[src/hw/rtl/rcsc_pkg.sv]
// rcsc_pkg: word types, channel order and fixed constants of the stick conditioning unit
// no dependencies; imported by rc_stick_conditioning_unit
package rcsc_pkg;

   localparam int NCHAN = 7;
   localparam int NMAIN = 4;

   localparam int ADC_W     = 12;
   localparam int Q_W       = 10;
   localparam int OUT_W     = 11;
   localparam int RAW_W     = 14;
   localparam int SAMPLE_W  = 13;
   localparam int OFF_W     = 12;
   localparam int CAL_SUM_W = 19;
   localparam int CAL_CNT_W = 6;

   // channel order inside a history row and the offset set
   localparam int CH_THROTTLE = 0;
   localparam int CH_PITCH    = 1;
   localparam int CH_YAW      = 2;
   localparam int CH_ROLL     = 3;
   localparam int CH_AUX_ONE  = 4;
   localparam int CH_AUX_TWO  = 5;
   localparam int CH_AUX_THREE = 6;

   localparam logic [OUT_W-1:0] VAL_MIN = 11'd1000;
   localparam logic [OUT_W-1:0] VAL_MAX = 11'd2000;
   localparam logic [OUT_W-1:0] VAL_MID = 11'd1500;
   localparam logic [OUT_W-1:0] DB_LO   = 11'd1450;
   localparam logic [OUT_W-1:0] DB_HI   = 11'd1550;

   localparam logic signed [RAW_W-1:0] RAW_LO = -14'sd4096;
   localparam logic signed [RAW_W-1:0] RAW_HI = 14'sd4095;
   localparam logic signed [RAW_W-1:0] OFF_LO = -14'sd2048;
   localparam logic signed [RAW_W-1:0] OFF_HI = 14'sd2047;
   localparam logic signed [RAW_W-1:0] OFF_CENTRE = 14'sd1500;

   // calibration: mean over 50 scans, divide by reciprocal (exact for |sum| < 2^18)
   localparam int CAL_SAMPLES = 50;
   localparam logic [CAL_CNT_W-1:0] CAL_LAST = 6'd49;
   localparam int CAL_DIV_K = 24;
   localparam int CAL_REC_W = 19;
   localparam logic [CAL_REC_W-1:0] CAL_RECIP =
      CAL_REC_W'(((64'd1 << CAL_DIV_K) + 64'(CAL_SAMPLES) - 64'd1) / 64'(CAL_SAMPLES));

   typedef struct packed {
      logic [ADC_W-1:0] adc_stick_a;
      logic [ADC_W-1:0] adc_stick_b;
      logic [ADC_W-1:0] adc_yaw;
      logic [ADC_W-1:0] adc_roll;
      logic [ADC_W-1:0] adc_aux_one;
      logic [ADC_W-1:0] adc_aux_two;
      logic [ADC_W-1:0] adc_aux_three;
      logic             cal_request;
   } req_word_type;

   typedef struct packed {
      logic [OUT_W-1:0] throttle_out;
      logic [OUT_W-1:0] pitch_out;
      logic [OUT_W-1:0] yaw_out;
      logic [OUT_W-1:0] roll_out;
      logic [OUT_W-1:0] aux_one_out;
      logic [OUT_W-1:0] aux_two_out;
      logic [OUT_W-1:0] aux_three_out;
      logic             cal_done;
   } rsp_word_type;

   typedef logic [NCHAN-1:0][SAMPLE_W-1:0] hist_row_type;

   function automatic logic [OUT_W-1:0] map_rise(input logic [Q_W-1:0] q);
      return VAL_MIN + OUT_W'(q);
   endfunction

   function automatic logic [OUT_W-1:0] map_fall(input logic [Q_W-1:0] q);
      return VAL_MAX - OUT_W'(q);
   endfunction

endpackage

[src/hw/rtl/rc_stick_conditioning_unit.sv]
// rc_stick_conditioning_unit: top level, scaling, offset removal, moving average,
// clamp with centre snap and centre calibration; depends on rcsc_pkg

// Takes one word of seven ADC readings per clock unless the result side stalls or a
// calibration is finishing, and presents one word of seven conditioned channel
// values on the result port through the input register and then the result
// register; the result register lets a new word enter while a finished one waits.
// The moving average keeps FILTER_DEPTH rows of samples in a small memory, one row
// per scan, read one scan ahead; per-row valid bits stand in for clearing it, so no
// clearing pass follows reset. The running-sum divide is a reciprocal multiply per
// channel. When a calibration completes (cal_done set) the unit holds the next scan
// while it forms the new centre offsets from the calibration sums.
module rc_stick_conditioning_unit #(
   parameter int FILTER_DEPTH = 8
) (
   input  logic                  clock,
   input  logic                  reset,
   input  logic                  req_valid,
   output logic                  req_ready,
   input  rcsc_pkg::req_word_type req_word,
   output logic                  rsp_valid,
   input  logic                  rsp_ready,
   output rcsc_pkg::rsp_word_type rsp_word,
   input  logic                  csr_wr_en,
   input  logic                  csr_wr_data
);
   import rcsc_pkg::*;

   localparam int IDX_W = (FILTER_DEPTH > 1) ? $clog2(FILTER_DEPTH) : 1;
   localparam int SUM_W = SAMPLE_W + $clog2(FILTER_DEPTH);
   localparam int DIV_K = SUM_W + $clog2(FILTER_DEPTH) + 1;
   localparam int REC_W = DIV_K + 1;
   localparam int PROD_W = SUM_W + REC_W;
   localparam int CPROD_W = CAL_SUM_W + CAL_REC_W;
   localparam logic [REC_W-1:0] DIV_RECIP =
      REC_W'(((64'd1 << DIV_K) + 64'(FILTER_DEPTH) - 64'd1) / 64'(FILTER_DEPTH));
   localparam logic [IDX_W-1:0] LAST_IDX = IDX_W'(FILTER_DEPTH - 1);

   // handshake and stages
   logic         in_vld_ff, in_vld_in;
   req_word_type in_word_ff;
   logic         out_vld_ff, out_vld_in;
   rsp_word_type out_word_ff, out_word_in;
   logic         advance;

   logic stick_mode_ff, stick_mode_in;

   // history memory
   hist_row_type             hist_mem [FILTER_DEPTH];
   hist_row_type             hist_rd_ff;
   hist_row_type             byp_row_ff;
   hist_row_type             new_row;
   hist_row_type             old_row;
   logic                     byp_ff, byp_in;
   logic                     hist_rd_vld_ff, hist_rd_vld_in;
   logic [FILTER_DEPTH-1:0]  row_vld_ff, row_vld_in;
   logic [IDX_W-1:0]         ring_ff, ring_in;

   logic signed [SUM_W-1:0]  run_sum_ff [NCHAN];
   logic signed [SUM_W-1:0]  run_sum_in [NCHAN];

   // calibration
   logic                        cal_act_ff, cal_act_in;
   logic                        cal_fin_ff, cal_fin_in;
   logic [CAL_CNT_W-1:0]        cal_cnt_ff, cal_cnt_in;
   logic signed [CAL_SUM_W-1:0] cal_sum_ff [NMAIN];
   logic signed [CAL_SUM_W-1:0] cal_sum_in [NMAIN];
   logic signed [OFF_W-1:0]     offs_ff [NMAIN];
   logic signed [OFF_W-1:0]     offs_in [NMAIN];
   logic signed [OFF_W-1:0]     offs_new [NMAIN];
   logic                        cal_done;

   // datapath
   logic [OUT_W-1:0]           base [NCHAN];
   logic signed [RAW_W-1:0]    raw [NCHAN];
   logic signed [SAMPLE_W-1:0] samp [NCHAN];
   logic signed [SUM_W-1:0]    sum_new [NCHAN];
   logic                       sum_neg [NCHAN];
   logic [SUM_W-1:0]           sum_mag [NCHAN];
   logic [PROD_W-1:0]          prod [NCHAN];
   logic [SAMPLE_W-1:0]        quo [NCHAN];
   logic signed [SAMPLE_W-1:0] filt [NCHAN];
   logic [OUT_W-1:0]           val [NCHAN];

   logic                        c_neg [NMAIN];
   logic [CAL_SUM_W-1:0]        c_mag [NMAIN];
   logic [CPROD_W-1:0]          c_prod [NMAIN];
   logic [SAMPLE_W-1:0]         c_quo [NMAIN];
   logic signed [SAMPLE_W-1:0]  c_mean [NMAIN];
   logic signed [RAW_W-1:0]     c_off [NMAIN];

   assign advance   = in_vld_ff && (!out_vld_ff || rsp_ready) && !cal_fin_ff;
   assign req_ready = !in_vld_ff || advance;
   assign rsp_valid = out_vld_ff;
   assign rsp_word  = out_word_ff;

   // input mapping and channel routing
   always_comb begin
      base[CH_THROTTLE] = stick_mode_ff ? map_rise(in_word_ff.adc_stick_a[ADC_W-1:2])
                                        : map_fall(in_word_ff.adc_stick_b[ADC_W-1:2]);
      base[CH_PITCH]    = stick_mode_ff ? map_fall(in_word_ff.adc_stick_b[ADC_W-1:2])
                                        : map_rise(in_word_ff.adc_stick_a[ADC_W-1:2]);
      base[CH_YAW]       = map_rise(in_word_ff.adc_yaw[ADC_W-1:2]);
      base[CH_ROLL]      = map_fall(in_word_ff.adc_roll[ADC_W-1:2]);
      base[CH_AUX_ONE]   = map_fall(in_word_ff.adc_aux_one[ADC_W-1:2]);
      base[CH_AUX_TWO]   = map_fall(in_word_ff.adc_aux_two[ADC_W-1:2]);
      base[CH_AUX_THREE] = map_fall(in_word_ff.adc_aux_three[ADC_W-1:2]);
   end

   // offset removal, filter, clamp and centre snap; offset and snap on the four main channels only
   always_comb begin
      old_row = byp_ff ? byp_row_ff : (hist_rd_vld_ff ? hist_rd_ff : '0);
      for (int c = 0; c < NCHAN; c++) begin
         raw[c] = $signed({3'b000, base[c]});
         if (c < NMAIN) begin
            raw[c] = raw[c] - RAW_W'(offs_ff[c]);
         end
         if (raw[c] < RAW_LO) begin
            samp[c] = SAMPLE_W'(RAW_LO);
         end else if (raw[c] > RAW_HI) begin
            samp[c] = SAMPLE_W'(RAW_HI);
         end else begin
            samp[c] = raw[c][SAMPLE_W-1:0];
         end
         new_row[c] = samp[c];
         sum_new[c] = run_sum_ff[c] - SUM_W'($signed(old_row[c])) + SUM_W'(samp[c]);
         sum_neg[c] = sum_new[c][SUM_W-1];
         sum_mag[c] = sum_neg[c] ? $unsigned(-sum_new[c]) : $unsigned(sum_new[c]);
         prod[c]    = PROD_W'(sum_mag[c]) * PROD_W'(DIV_RECIP);
         quo[c]     = prod[c][DIV_K +: SAMPLE_W];
         filt[c]    = sum_neg[c] ? $signed(-quo[c]) : $signed(quo[c]);
         if (filt[c] < $signed(SAMPLE_W'(VAL_MIN))) begin
            val[c] = VAL_MIN;
         end else if (filt[c] > $signed(SAMPLE_W'(VAL_MAX))) begin
            val[c] = VAL_MAX;
         end else begin
            val[c] = filt[c][OUT_W-1:0];
         end
         if (c < NMAIN && val[c] > DB_LO && val[c] < DB_HI) begin
            val[c] = VAL_MID;
         end
         run_sum_in[c] = advance ? sum_new[c] : run_sum_ff[c];
      end
   end

   // new centre offsets from the finished calibration sums
   always_comb begin
      for (int m = 0; m < NMAIN; m++) begin
         c_neg[m]  = cal_sum_ff[m][CAL_SUM_W-1];
         c_mag[m]  = c_neg[m] ? $unsigned(-cal_sum_ff[m]) : $unsigned(cal_sum_ff[m]);
         c_prod[m] = CPROD_W'(c_mag[m]) * CPROD_W'(CAL_RECIP);
         c_quo[m]  = c_prod[m][CAL_DIV_K +: SAMPLE_W];
         c_mean[m] = c_neg[m] ? $signed(-c_quo[m]) : $signed(c_quo[m]);
         c_off[m]  = RAW_W'(c_mean[m]) - OFF_CENTRE;
         if (c_off[m] < OFF_LO) begin
            offs_new[m] = OFF_W'(OFF_LO);
         end else if (c_off[m] > OFF_HI) begin
            offs_new[m] = OFF_W'(OFF_HI);
         end else begin
            offs_new[m] = c_off[m][OFF_W-1:0];
         end
      end
   end

   // calibration control
   always_comb begin
      cal_act_in = cal_act_ff;
      cal_cnt_in = cal_cnt_ff;
      cal_fin_in = 1'b0;
      cal_done   = 1'b0;
      for (int m = 0; m < NMAIN; m++) begin
         cal_sum_in[m] = cal_sum_ff[m];
         offs_in[m]    = cal_fin_ff ? offs_new[m] : offs_ff[m];
      end
      if (advance) begin
         if (cal_act_ff) begin
            for (int m = 0; m < NMAIN; m++) begin
               cal_sum_in[m] = cal_sum_ff[m] + CAL_SUM_W'(filt[m]);
            end
            if (cal_cnt_ff == CAL_LAST) begin
               cal_act_in = 1'b0;
               cal_cnt_in = '0;
               cal_fin_in = 1'b1;
               cal_done   = 1'b1;
            end else begin
               cal_cnt_in = cal_cnt_ff + 1'b1;
            end
         end else if (in_word_ff.cal_request) begin
            for (int m = 0; m < NMAIN; m++) begin
               cal_sum_in[m] = '0;
               offs_in[m]    = '0;
            end
            cal_cnt_in = '0;
            cal_act_in = 1'b1;
         end
      end
   end

   // ring position, row valid bits and read-ahead control
   always_comb begin
      ring_in    = ring_ff;
      row_vld_in = row_vld_ff;
      if (advance) begin
         ring_in = (ring_ff == LAST_IDX) ? '0 : ring_ff + 1'b1;
         row_vld_in[ring_ff] = 1'b1;
      end
      hist_rd_vld_in = row_vld_in[ring_in];
      byp_in         = advance && (ring_in == ring_ff);
   end

   // stage handshake and result word
   always_comb begin
      in_vld_in     = in_vld_ff;
      out_vld_in    = out_vld_ff;
      stick_mode_in = csr_wr_en ? csr_wr_data : stick_mode_ff;
      if (req_valid && req_ready) begin
         in_vld_in = 1'b1;
      end else if (advance) begin
         in_vld_in = 1'b0;
      end
      if (advance) begin
         out_vld_in = 1'b1;
      end else if (rsp_ready) begin
         out_vld_in = 1'b0;
      end
      out_word_in.throttle_out  = val[CH_THROTTLE];
      out_word_in.pitch_out     = val[CH_PITCH];
      out_word_in.yaw_out       = val[CH_YAW];
      out_word_in.roll_out      = val[CH_ROLL];
      out_word_in.aux_one_out   = val[CH_AUX_ONE];
      out_word_in.aux_two_out   = val[CH_AUX_TWO];
      out_word_in.aux_three_out = val[CH_AUX_THREE];
      out_word_in.cal_done      = cal_done;
   end

   always_ff @(posedge clock) begin
      if (reset) begin
         in_vld_ff      <= 1'b0;
         out_vld_ff     <= 1'b0;
         stick_mode_ff  <= 1'b1;
         ring_ff        <= '0;
         row_vld_ff     <= '0;
         hist_rd_vld_ff <= 1'b0;
         byp_ff         <= 1'b0;
         cal_act_ff     <= 1'b0;
         cal_fin_ff     <= 1'b0;
         cal_cnt_ff     <= '0;
         for (int c = 0; c < NCHAN; c++) begin
            run_sum_ff[c] <= '0;
         end
         for (int m = 0; m < NMAIN; m++) begin
            cal_sum_ff[m] <= '0;
            offs_ff[m]    <= '0;
         end
      end else begin
         in_vld_ff      <= in_vld_in;
         out_vld_ff     <= out_vld_in;
         stick_mode_ff  <= stick_mode_in;
         ring_ff        <= ring_in;
         row_vld_ff     <= row_vld_in;
         hist_rd_vld_ff <= hist_rd_vld_in;
         byp_ff         <= byp_in;
         cal_act_ff     <= cal_act_in;
         cal_fin_ff     <= cal_fin_in;
         cal_cnt_ff     <= cal_cnt_in;
         for (int c = 0; c < NCHAN; c++) begin
            run_sum_ff[c] <= run_sum_in[c];
         end
         for (int m = 0; m < NMAIN; m++) begin
            cal_sum_ff[m] <= cal_sum_in[m];
            offs_ff[m]    <= offs_in[m];
         end
      end
   end

   // payload registers
   always_ff @(posedge clock) begin
      if (req_valid && req_ready) begin
         in_word_ff <= req_word;
      end
      if (advance) begin
         out_word_ff <= out_word_in;
      end
      byp_row_ff <= new_row;
   end

   // sample history, read one scan ahead
   always_ff @(posedge clock) begin
      if (advance) begin
         hist_mem[ring_ff] <= new_row;
      end
      hist_rd_ff <= hist_mem[ring_in];
   end

endmodule

[config.mk]
export PLATFORM = sky130hd
export DESIGN_NAME = rc_stick_conditioning_unit
export DESIGN_NICKNAME = d
export VERILOG_FILES = /design/src/hw/rtl/rcsc_pkg.sv /design/src/hw/rtl/rc_stick_conditioning_unit.sv
export SDC_FILE = /design/constraint.sdc
export NUM_CORES = 2
export LEC_CHECK = 0
export BUFFER_PORTS_ARGS = -buffer_cell sky130_fd_sc_hd__buf_2
export CORE_ASPECT_RATIO = 0.7
export CORE_UTILIZATION = 39
export DETAILED_ROUTE_END_ITERATION = 7
export GPL_TIMING_DRIVEN = 1
export PLACE_DENSITY = 0.52
export SLEW_MARGIN = 20
export SYNTH_ARGS = -nofsm -noshare
export SYNTH_HDL_FRONTEND = slang
export SYNTH_SLANG_ARGS = --single-unit
[constraint.sdc]
create_clock -name clock -period 19 [get_ports clock]
set_input_delay 1.9 -clock clock [delete_from_list [all_inputs] [get_ports clock]]
set_output_delay 1.9 -clock clock [all_outputs]
set_load 0.02 [all_outputs]
==> out/metrics.csv <==
metric,value,unit
CP most frequent cell,a21oi_1,
DR vias/cell,5.20,
via count of the routed design,66200,
clk root buf,clkbuf_16,
Syn Nets,11000,
unique cell type count in the Yosys netlist,113,
share of cells above drive strength 1,0.0649,
buffer levels on the longest clock path,4,
Crit Path Max Fanout,27,
Worst Tran Pin Value,1130,ps
largest stage delay on the critical path,640,ps
most frequent cells in the layout,"nand2_1 (1253), inv_1 (1151), ha_1 (987), edfxtp_1 (829), fa_1 (649)",
core region area,236000,um^2
H-Tree Depth,4,
DR WL/cell,18.7,um
crit end category,flip-flop,
CP Class,flip-flop to flip-flop,
CTS tree,yes,
die area,241000,um^2
dpl cell area,97700,um^2
Tmin final,11750,ps
pwr/cell area,186,nW/um^2
Clock Skews,59.8,ps
"Clk Latency, worst-skew pair",800,ps
first-pass GRT wire length,376000,um
HPWL Detailed,173000,um
Total Routing Usage GR,0.197,
crit start category,flip-flop,
setup TNS,0,ps
"CP delay by family, top",compound AO/OA/AOI/OAI gates,
Post-Syn Area per Cell,9.98,um^2
CTS resizes,0,
grt total ovfl,0,
WP data arrival,12370,ps
Hold Buf Count CTS,0,
"most common cell after layout, fill and taps aside",nand2_1,
Buf/Inv on CP,4,
placer congestion estimate,0.867,
Synth Register Bits,1259,
Post-synth EDFFs,829,
drt drc,0,
Num CTS Buffers,146,
endpoints failing hold,0,
setup bufs post-CTS,0,
initial antenna violation count,7,
# rows,149,
Area Overhead vs Synth,9.99,%
unrepaired setup endpoints after global routing,false,
Post-synth ARST share,0,
max_cap viols,0,
r2r setup slk,7250,ps
initial cell density of the core,0.394,
number of global-route vias before repair,66000,
die extent in y,411,um
Final period util,0.618,
Synth Cell Area,93000,um^2
Synth Warn #,0,
Cells after Synth,9317,
clock sinks,1259,
final setup vio count,0,
"Design Area, Final",102000,um^2
Hold WC Path Type,flip-flop to flip-flop,
Die W,586,um
Clock transition at path regs,70,ps
Total Nets Final,11200,
largest net degree at the start of global routing,91,
Synth Flop Type,edfxtp_1,
Top-Level Pins,171,
Total Wirelength,238000,um
f_max,85.1,MHz
fillers,22600,
Max Slew Vio Count,0,
I/O Buffers,156,
peak supply drop,0.216,mV
critical path's slowest cell,xnor2_1,
Iter 0 DRT Violations,4126,
Leak Pwr,46.2,nW
Relative slew margins,0.239,
worst endpoint required time,19630,ps
Pre-antenna DRT Iters,6,
outcome,finished clean,
post-route ant nets,0,
sequential fraction of the synthesis area,0.360,
cells by family after synthesis:
family | share of synthesized area
adders and majority gates | 0.272
DFF | 0.360
buffers and inverters | 0.0589
AOI/OAI and AO/OA | 0.110
xor gates and xnor gates | 0.0514
and+or+nand+nor | 0.142
muxes | 0.00574
per-layer routing:
metal | global-route usage | up-vias | part of all wire
li1 | - | 32400 | -
met1 | 0.291 | 32500 | 0.50
met2 | 0.309 | 1096 | 0.44
met3 | 0.0240 | 246 | 0.041
met4 | 0.0429 | 0 | 0.021
met5 | 0 | - | 0
power breakdown:
group	internal [W]	switching, W	leakage, nW
clock	0.00159	0.00116	2.22
sequential	0.00336	0.000158	11.0
combinational	0.00469	0.00802	32.9
total	0.00964	0.00934	46.2
stage by stage:
step           hold WS [ps]  utilization  worst slack (ps)  total power [W]  cells
3_5_place_dp            443        0.413              7690           0.0162  12500
4_1_cts                 451        0.432              7680           0.0191  12700
3_3_place_gp            434        0.413              7890           0.0160  12500
5_1_grt                 471        0.433              6300           0.0207  12700
2_1_floorplan           424            -              6860           0.0130   9317
6_report                449        0.433              7250           0.0190  12700
state kept, by name, summed over array words and instances (netlist names), 3 cells and up:
signal	count
byp_row_ff	85
cal_cnt_ff	6
cal_sum_ff	76
hist_mem	680
hist_rd_ff	85
in_word_ff	71
offs_ff	48
ring_ff	3
row_vld_ff	8
rsp_word	78
run_sum_ff	112
cell usage after synthesis (12+ instances only):
master / number / area [um^2]
xnor2_1: 316 / 2770
nor3b_1: 19 / 143
dfxtp_1: 430 / 8610
a22o_1: 40 / 350
mux2i_1: 41 / 410
o21ai_1: 36 / 180
xor2_1: 225 / 1970
a31oi_1: 33 / 206
o31ai_1: 48 / 360
ha_1: 987 / 12300
a32o_1: 14 / 140
a211o_1: 18 / 158
a21o_1: 117 / 878
nand2b_1: 64 / 400
nor2_1: 444 / 1670
nor4b_1: 13 / 114
buf_1: 31 / 116
edfxtp_1: 829 / 24900
nor2b_1: 47 / 294
a211oi_1: 72 / 541
buf_2: 19 / 95.1
and3_1: 39 / 244
or4_1: 28 / 210
nand2_1: 1254 / 4710
fa_1: 649 / 13000
clkbuf_1: 246 / 923
nor4_1: 29 / 181
o211ai_1: 35 / 263
o21ai_0: 273 / 1370
o21a_1: 42 / 315
nand4_1: 41 / 257
a31o_2: 12 / 105
o21bai_1: 48 / 360
nor3_1: 138 / 691
o41ai_1: 19 / 166
inv_1: 1152 / 4320
a311oi_1: 13 / 114
or3_1: 82 / 513
a21boi_0: 21 / 158
or2_2: 25 / 156
and2_1: 56 / 350
a21oi_1: 382 / 1910
a22oi_1: 110 / 826
o2111ai_1: 21 / 184
nand3_1: 507 / 2540
worst reg2reg max path: cells and delay by family (launching register included):
family,cells,cell delay [ps]
AO/OA/AOI/OAI,25,5200
adder cells (fa/ha/maj),6,2350
XOR/XNOR,4,1640
AND/OR/NAND/NOR,6,1200
buffers and inverters,4,530
multiplexers,1,410
flip-flops,1,300
worst paths after layout:
kind / startpoint / end / depth (start not counted)
hold / removal: offs_ff[3][10]$_SDFF_PP0_ / offs_ff[3][10]$_SDFF_PP0_ / 2
hold reg to reg: offs_ff[3][10]$_SDFF_PP0_ / offs_ff[3][10]$_SDFF_PP0_ / 2
setup reg to reg: stick_mode_ff$_SDFFE_PP1P_ / cal_sum_ff[1][18]$_SDFFE_PP0P_ / 46
setup / recovery: stick_mode_ff$_SDFFE_PP1P_ / cal_sum_ff[1][18]$_SDFFE_PP0P_ / 46
final cells by class:
cell class | instances | area, um^2 | share of cell area
Timing Repair Buffer | 270 | 1690 | 0.0165
Clock buffer | 197 | 4010 | 0.0392
Multi-Input combinational cell | 6607 | 54300 | 0.530
Inverter | 1153 | 4340 | 0.0424
Clock inverter | 60 | 546 | 0.00533
Antenna cell | 2 | 5.00 | 0.0000489
Sequential cell | 1259 | 33500 | 0.327
Tap cell | 3171 | 3970 | 0.0388
No activity file was read; power rests on OpenSTA's default activity.
